File: src/sv/drpc_pkg.sv
package drpc_pkg;

  // Field and datapath widths
  localparam int COORD_W   = 16;
  localparam int ID_W      = 16;
  localparam int DIFF_W    = COORD_W + 1;
  localparam int GUARD     = 8;
  localparam int XW        = DIFF_W + GUARD + 3;
  localparam int ZW        = 24;
  localparam int ANG_FRAC  = 20;
  localparam int ANGLE_W   = 16;
  localparam int RADIUS_W  = 21;
  localparam int GAIN_W    = 20;
  localparam int PROD_W    = XW - 1 + GAIN_W;
  localparam int CFG_IDX_W = 2;
  localparam int TABLE_LEN = 24;

  localparam logic [GAIN_W-1:0]   GAIN_Q20    = 20'd636751;
  localparam logic signed [ZW-1:0] HALF_PI_Q20 = 24'sd1647099;
  localparam logic [RADIUS_W-1:0] RADIUS_MAX  = {RADIUS_W{1'b1}};

  // Configuration register indexes
  typedef enum logic [CFG_IDX_W-1:0] {
    REG_DEPOT_X     = 2'd0,
    REG_DEPOT_Y     = 2'd1,
    REG_DEPOT_INDEX = 2'd2
  } cfg_reg_t;

  typedef struct packed {
    logic [ID_W-1:0]           node_index;
    logic signed [COORD_W-1:0] x_coord;
    logic signed [COORD_W-1:0] y_coord;
  } node_t;

  typedef struct packed {
    logic [ID_W-1:0]           node_id_out;
    logic [RADIUS_W-1:0]       radius;
    logic signed [ANGLE_W-1:0] angle;
    logic                      is_depot;
  } result_t;

  // One CORDIC pipeline slot
  typedef struct packed {
    logic                 valid;
    logic                 is_depot;
    logic                 force_zero;
    logic [ID_W-1:0]      node_id;
    logic signed [XW-1:0] x;
    logic signed [XW-1:0] y;
    logic signed [ZW-1:0] z;
  } cordic_t;

  // atan(2^-i) in Q20
  function automatic logic signed [ZW-1:0] atan_q20(input int unsigned i);
    logic signed [ZW-1:0] v;
    case (i)
      0:       v = 24'sd823550;
      1:       v = 24'sd486170;
      2:       v = 24'sd256879;
      3:       v = 24'sd130396;
      4:       v = 24'sd65451;
      5:       v = 24'sd32757;
      6:       v = 24'sd16383;
      7:       v = 24'sd8192;
      8:       v = 24'sd4096;
      9:       v = 24'sd2048;
      10:      v = 24'sd1024;
      11:      v = 24'sd512;
      12:      v = 24'sd256;
      13:      v = 24'sd128;
      14:      v = 24'sd64;
      15:      v = 24'sd32;
      16:      v = 24'sd16;
      17:      v = 24'sd8;
      18:      v = 24'sd4;
      19:      v = 24'sd2;
      20:      v = 24'sd1;
      default: v = '0;
    endcase
    return v;
  endfunction

endpackage

File: src/sv/drpc_cordic_stage.sv
module drpc_cordic_stage #(
  parameter int STAGE = 0
) (
  input  logic              clk,
  input  logic              rst,
  input  drpc_pkg::cordic_t in_s,
  output drpc_pkg::cordic_t out_s
);
  import drpc_pkg::*;

  localparam logic signed [ZW-1:0] ATAN_I = atan_q20(STAGE);

  logic signed [XW-1:0] x_in;
  logic signed [XW-1:0] y_in;
  logic signed [XW-1:0] xs;
  logic signed [XW-1:0] ys;
  cordic_t              out_next;

  assign x_in = in_s.x;
  assign y_in = in_s.y;
  assign xs   = x_in >>> STAGE;
  assign ys   = y_in >>> STAGE;

  // Rotate toward the x axis, both updates from the old x and y
  always_comb begin
    out_next = in_s;
    if (!y_in[XW-1]) begin
      out_next.x = x_in + ys;
      out_next.y = y_in - xs;
      out_next.z = in_s.z + ATAN_I;
    end else begin
      out_next.x = x_in - ys;
      out_next.y = y_in + xs;
      out_next.z = in_s.z - ATAN_I;
    end
  end

  // Advance one slot; clear it on reset
  always_ff @(posedge clk) begin
    if (rst) begin
      out_s <= '0;
    end else begin
      out_s <= out_next;
    end
  end

endmodule

File: config.mk
export PLATFORM = sky130hd
export DESIGN_NAME = drpc_cordic_stage
export DESIGN_NICKNAME = d
export VERILOG_FILES = /design/src/sv/drpc_pkg.sv /design/src/sv/drpc_cordic_stage.sv
export SDC_FILE = /design/constraint.sdc
export NUM_CORES = 1
export LEC_CHECK = 0
export CORE_ASPECT_RATIO = 1.75
export CORE_MARGIN = 1
export CORE_UTILIZATION = 45
export DETAILED_ROUTE_END_ITERATION = 10
export DONT_BUFFER_PORTS = 1
export GPL_ROUTABILITY_DRIVEN = 1
export SLEW_MARGIN = 5
export SYNTH_ARGS = -nofsm -noshare
export SYNTH_HDL_FRONTEND = slang
export SYNTH_SLANG_ARGS = --single-unit
File: constraint.sdc
create_clock -name clk -period 7.3 [get_ports clk]
set_clock_uncertainty 0.15 [all_clocks]
set_input_delay 0.73 -clock clk [delete_from_list [all_inputs] [get_ports clk]]
set_output_delay 0.73 -clock clk [all_outputs]
set_load 0.02 [all_outputs]
==> results of run 1 <==
power by group:
| part | total, mW | switching (mW) | leakage [nW] | internal [mW] |
|---|---|---|---|---|
| registers | 0.718 | 0.116 | 0.817 | 0.602 |
| logic | 0.502 | 0.298 | 2.89 | 0.204 |
| clock network | 0.466 | 0.221 | 0.144 | 0.245 |
| total | 1.69 | 0.635 | 3.85 | 1.05 |
critical path: cells and delay by family:
family | cells | cell delay (ps)
AO/OA/AOI/OAI | 7 | 2210
multiplexers | 1 | 350
adder cells (fa/ha/maj) | 1 | 330
AND/OR/NAND/NOR | 1 | 170
buffers and inverters | 1 | 70
metal layers:
metal | part of all wire [%] | track usage (%) | vias up
li1 | - | - | 3520
met1 | 36 | 23.7 | 3293
met2 | 55 | 48.2 | 242
met3 | 5.3 | 3.64 | 56
met4 | 4.2 | 12.4 | 0
met5 | 0 | 0 | -
metrics by stage:
step / power (mW) / std cells / hold slack [ps]
6_report: 1.69 / 1240 / 282
5_1_grt: 1.78 / 1240 / 275
2_1_floorplan: 1.12 / 1036 / 652
3_3_place_gp: 1.23 / 1224 / 654
4_1_cts: 1.70 / 1240 / 273
3_5_place_dp: 1.23 / 1224 / 654
layout by cell type, fill, tap and decap left out, drive strengths merged, types with 4 or more instances in the layout:
master and n:
a2111oi 7, a211oi 17, a21o 36, a21oi 102
a221oi 4, a31oi 10, and2 6, clkbuf 10
dfxtp 98, fa 4, ha 111, inv 87
mux2i 16, nand2 50, nand2b 17, nand3 9
nand4 5, nor2 145, nor2b 32, nor3 26
nor4 6, o211ai 5, o21a 5, o21ai 60
o21bai 13, o31a 5, o31ai 5, o41ai 4
or2 4, or3 8, xnor2 43, xor2 14
layout make-up:
| class | count | area, µm² | share of cell area [%] |
|---|---|---|---|
| Multi-Input combinational cell | 810 | 5560 | 66.0 |
| Timing Repair Buffer | 1 | 7.51 | 0.0891 |
| Tap cell | 231 | 289 | 3.43 |
| Clock buffer | 10 | 239 | 2.84 |
| Clock inverter | 6 | 48.8 | 0.579 |
| Sequential cell | 98 | 1960 | 23.3 |
| Inverter | 84 | 315 | 3.74 |
worst paths after layout:
| check | start | endpoint | slack (ps) | cells past startpoint |
|---|---|---|---|---|
| worst max-delay path | in_s[25] | out_s[43]$_SDFF_PP0_ | 3530 | 11 |
| worst min-delay path | in_s[1] | out_s[1]$_SDFF_PP0_ | 280 | 1 |
kinds of logic after synthesis:
kind of cell,count (synthesis),share of synthesized area (%)
muxes,19,2.42
DFF,98,24.5
and+or+nand+nor,319,18.6
adders and majority gates,115,18.3
xor gates and xnor gates,57,6.23
AOI/OAI and AO/OA,300,23.9
buffers and inverters,128,6.07
==> results.toml, run 1 <==
[setup_path]
end_kind = "flop"
path_cells = "inv_1 -> ha_1 -> nand2b_1 -> a221oi_1 -> a21oi_1 -> o41ai_1 -> a21boi_0 -> o21ai_0 -> a211oi_1 -> a21oi_1 -> mux2_2"
crit_type = "input pin to flop"
cpMaxStageDelayCell = "o41ai_1"
cp_max_fo = 4
start_kind = "input pin"
cp_common_cell = "a21oi_1"
cp_slowest_stage_delay_ps = 690
cp.required_ps = 7400
worstPathArrival_ps = 3870

[placement]
io_buffers = 0
place_congestion = 0.955
dp_slack_ps = 3200
place_area_um2 = 8140
place_hpwl_um = 17700

[global_routing]
grt_pass1_wl_um = 34400
gr-usage-all-layers_pct = 24.5
grt_max_degree = 101
antenna_found_initial = 0
grt_pass1_vias = 6845
gr-total-overflow = 0

[clock_tree]
h-tree-depth = 3
post_cts_resized = 0
clock-sinks = 98
clkTransAtPathRegs_ps = 70
cts_buffers = 9
post_cts_buffers = 0
cts_root_buffer = "clkbuf_16"
holdBufCountCts = 0
cts_tree = "built"
cts_buffer_depth = 2

[final_layout]
largest_register_ffs = 98
regMostFlops = "out_s"
n_antenna_cell = 0
nets = 1220
final_area_um2 = 8430
drive_above_1_share_pct = 3.57
reg_top3 = "out_s: 98 flops"
nFillCells = 1845
fin_util_pct = 48.3
area_delta_synth_final_pct = 5.15

[drt]
drc_errors = 0
viasPerCell = 5.73
vias = 7111
drt_iter0_drc = 310
drt_wl_total_um = 22700
firstDrtPassIters = 5
drtAntennaViolNets = 0
wl_per_cell_um = 18.3

[synthesis]
ys_top_cells_by_area = "dfxtp_1 24%, ha_1 17%, nor2_1 6.8%"
synthArstFlopShare_pct = 0
yosysMostFrequentCell = "nor2_1"
synth.distinct_cells = 62
synth_top_area_cell = "dfxtp_1"
syn_nets = 1252
synthTopCellsByCount = "145 x nor2_1, 111 x ha_1, 102 x a21oi_1"
synth-seq-cells = 98
seq_area_frac_synth_pct = 24.5
synth_area_per_cell_um2 = 7.73
synth_cells = 1036
synth_top_area_share_pct = 24.5
yosys_warnings = 0
synthFlopType = "dfxtp_1"
syn-cell-area_um2 = 8010
synth-edff-count = 0

[die]
core_area_um2 = 17500
rows = 64
start_util_pct = 45.9
die_w_um = 103
die_h_um = 179
io_pins = 200
die_area_um2 = 18400

[timing]
period_needed_ps = 3770
setup_viol = 0
worstMarginPinSlew_ps = 799
hold_viol = 0
finalCritPeriodShare_pct = 51.7
slew_headroom_pct = 46.0
fin_ws_ps = 3530
rsz0062_at_grt = "no"
tns_ps = 0
slew_violations = 0
max_freq_ghz = 0.265

[pwr]
p_per_area_nw_per_um2 = 200
p_leak_nw = 3.85
vdd_drop_max_mv = 0.137

[hold_path]
hold_class = "input pin to flop"

[flow_run]
maxCapViolations = 0

[status]
outcome = "complete, no violations"
No activity file was read; power rests on OpenSTA's default activity.
==> inputs of run 2 (changes only) <==
--- a/config.mk
+++ b/config.mk
@@ -5,6 +5,7 @@
 export SDC_FILE = /design/constraint.sdc
 export NUM_CORES = 1
 export LEC_CHECK = 0
+export ABC_AREA = 1
 export CORE_ASPECT_RATIO = 1.75
 export CORE_MARGIN = 1
 export CORE_UTILIZATION = 45
==> constraint.sdc (replaced) <==
create_clock -name clk -period 3.3 [get_ports clk]
set_clock_uncertainty 0.15 [all_clocks]
set_input_delay 0.33 -clock clk [delete_from_list [all_inputs] [get_ports clk]]
set_output_delay 0.33 -clock clk [all_outputs]
set_load 0.02 [all_outputs]
==> run 2 against run 1 <==
Count of clock-buffer cells in the layout decreased by 1; non-clock buffer count increased by 33; global-route usage increased by 11 points; synthesized cell count increased by 73%; critical path depth increased by 2; die area increased by 27%; cell area increased by 30%; total power increased to 2.5 times the previous value; first-iteration DRC count increased by 82%; core utilization increased by 1.2 points; highest routed layer unchanged.
==> results.toml, run 2 <==
[final_layout]
n_antenna_cell = 0
multi_input_area_um2 = 6740
regMostFlops = "out_s"
final_area_um2 = 11000
largest_register_ffs = 98
reg_top3 = "out_s: 98 flops"
layout_commonest_cell = "nand2_1"
nFillCells = 2548
regArea_um2 = 1960
nets = 2002
layout_common_cells = "566 x nand2_1, 326 x inv_1, 212 x nor2_1"
area_delta_synth_final_pct = 7.16
stdcell_count = 2087
fin_util_pct = 49.5
drive_above_1_share_pct = 2.85

[global_routing]
grt_pass1_wl_um = 59500
antenna_found_initial = 0
gr-usage-all-layers_pct = 35.0
gr-total-overflow = 0
grt_max_degree = 43
grt_pass1_vias = 10965

[synthesis]
synth_top_area_share_pct = 20.8
ys_top_cells_by_area = "nand2_1 21%, dfxtp_1 19%, ha_1 14%"
yosys_warnings = 0
synth-seq-cells = 98
syn-cell-area_um2 = 10200
synthArstFlopShare_pct = 0
synthTopCellsByCount = "566 x nand2_1, 326 x inv_1, 212 x nor2_1"
yosysMostFrequentCell = "nand2_1"
seq_area_frac_synth_pct = 19.2
synthFlopType = "dfxtp_1"
synth-edff-count = 0
synth_area_per_cell_um2 = 5.72
syn_nets = 2004
synth_cells = 1788
synth.distinct_cells = 36
synth_top_area_cell = "nand2_1"

[drt]
firstDrtPassIters = 5
vias = 10808
drt_iter0_drc = 563
drc_errors = 0
drtAntennaViolNets = 0
wl_per_cell_um = 19.3
drt_wl_total_um = 40200
viasPerCell = 5.18

[timing]
setup_viol = 0
slew_violations = 0
max_freq_ghz = 0.319
hold_viol = 0
slew_headroom_pct = 46.3
rsz0062_at_grt = "no"
period_needed_ps = 3140
finalCritPeriodShare_pct = 95.1
tns_ps = 0
worstMarginPinSlew_ps = 797

[setup_path]
end_kind = "flop"
path_cells = "dlygate4sd3_1 -> ha_1 -> fa_1 -> inv_1 -> nand2_1 -> nand3_1 -> inv_1 -> nor2_1 -> nor2_1 -> a21oi_1 -> o21ai_0 -> a21oi_1 -> dlygate4sd3_1"
cp.required_ps = 3490
cpMaxStageDelayCell = "dlygate4sd3_1"
cp_slowest_stage_delay_ps = 540
crit_type = "input pin to flop"
start_kind = "input pin"
cp_max_fo = 4
worstPathArrival_ps = 3320
critPathLaunch = "in_s[52]"

[clock_tree]
cts_root_buffer = "clkbuf_16"
cts_tree = "built"
cts_buffer_depth = 2
cts_buffers = 9
post_cts_resized = 0
clkTransAtPathRegs_ps = 90
clock-sinks = 98
h-tree-depth = 3

[hold_path]
holdCritStartpoint = "in_s[51]"
hold_class = "input pin to flop"
hold-path-cell-count = 3

[flow_run]
maxCapViolations = 0

[die]
die_area_um2 = 23400
core_area_um2 = 22200
die_w_um = 116
rows = 72
die_h_um = 201
io_pins = 200
start_util_pct = 46.2

[placement]
place_area_um2 = 10400
place_hpwl_um = 32800
place_congestion = 1.02
io_buffers = 0
place_inst = 2044

[pwr]
p_leak_nw = 6.20
vdd_drop_max_mv = 0.239
p_per_area_nw_per_um2 = 389

[status]
outcome = "complete, no violations"
-- run 2: timing repair --
item                                    CTS  global route
buffers inserted                          0             0
hold buffers                             27             0
endpoints found under the hold margin    66             0
endpoints found under the setup margin    0             0
-- run 2: final cells by class --
type | count | share of cell area, %
Clock buffer | 9 | 2.05
Clock inverter | 7 | 0.765
Inverter | 329 | 11.3
Multi-Input combinational cell | 1314 | 61.5
Sequential cell | 98 | 17.9
Tap cell | 296 | 3.38
Timing Repair Buffer | 34 | 3.13
-- run 2: final timing paths --
check / slack (ps) / endpoint
min: 30 / out_s[76]$_SDFF_PP0_
max: 160 / out_s[36]$_SDFF_PP0_
-- run 2: power breakdown --
group	switching (mW)	total, mW	internal [mW]	leakage [nW]
registers	0.227	1.54	1.31	0.818
logic	1.10	1.58	0.479	5.23
clock network	0.551	1.15	0.603	0.149
total	1.88	4.27	2.39	6.20
-- run 2: metrics by stage --
step	power (mW)	setup WS (ps)	hold WS [ps]
floorplan	2.63	1200	252
global placement	3.07	439	252
detailed placement	3.07	450	252
CTS	4.28	194	1.09
global route	4.51	64.3	1.92
finish	4.27	163	28.3
-- run 2: metal layers --
| metal | part of all wire (%) | global-route usage, % | vias up |
|---|---|---|---|
| met5 | 0 | 0 | - |
| met4 | 10 | 31.9 | 0 |
| met3 | 4.3 | 5.42 | 150 |
| met2 | 53 | 67.1 | 374 |
| met1 | 32 | 29.3 | 4807 |
| li1 | - | - | 5477 |
-- run 2: worst max-delay path: cells and delay by family --
family,cells,cell delay (ps)
fa+ha+maj,2,670
compound gates,3,370
simple gates,4,550
buf+inv,4,1390
-- run 2: kinds of logic (layout without fill, tap and decap cells) --
logic type | count (synthesis) | after routing | synth area share (%)
flops | 98 | 98 | 19.2
fa+ha+maj | 115 | 115 | 14.4
xor+xnor | 26 | 26 | 2.23
buf+inv | 376 | 379 | 14.9
compound gates | 226 | 226 | 11.7
simple gates | 947 | 947 | 37.6
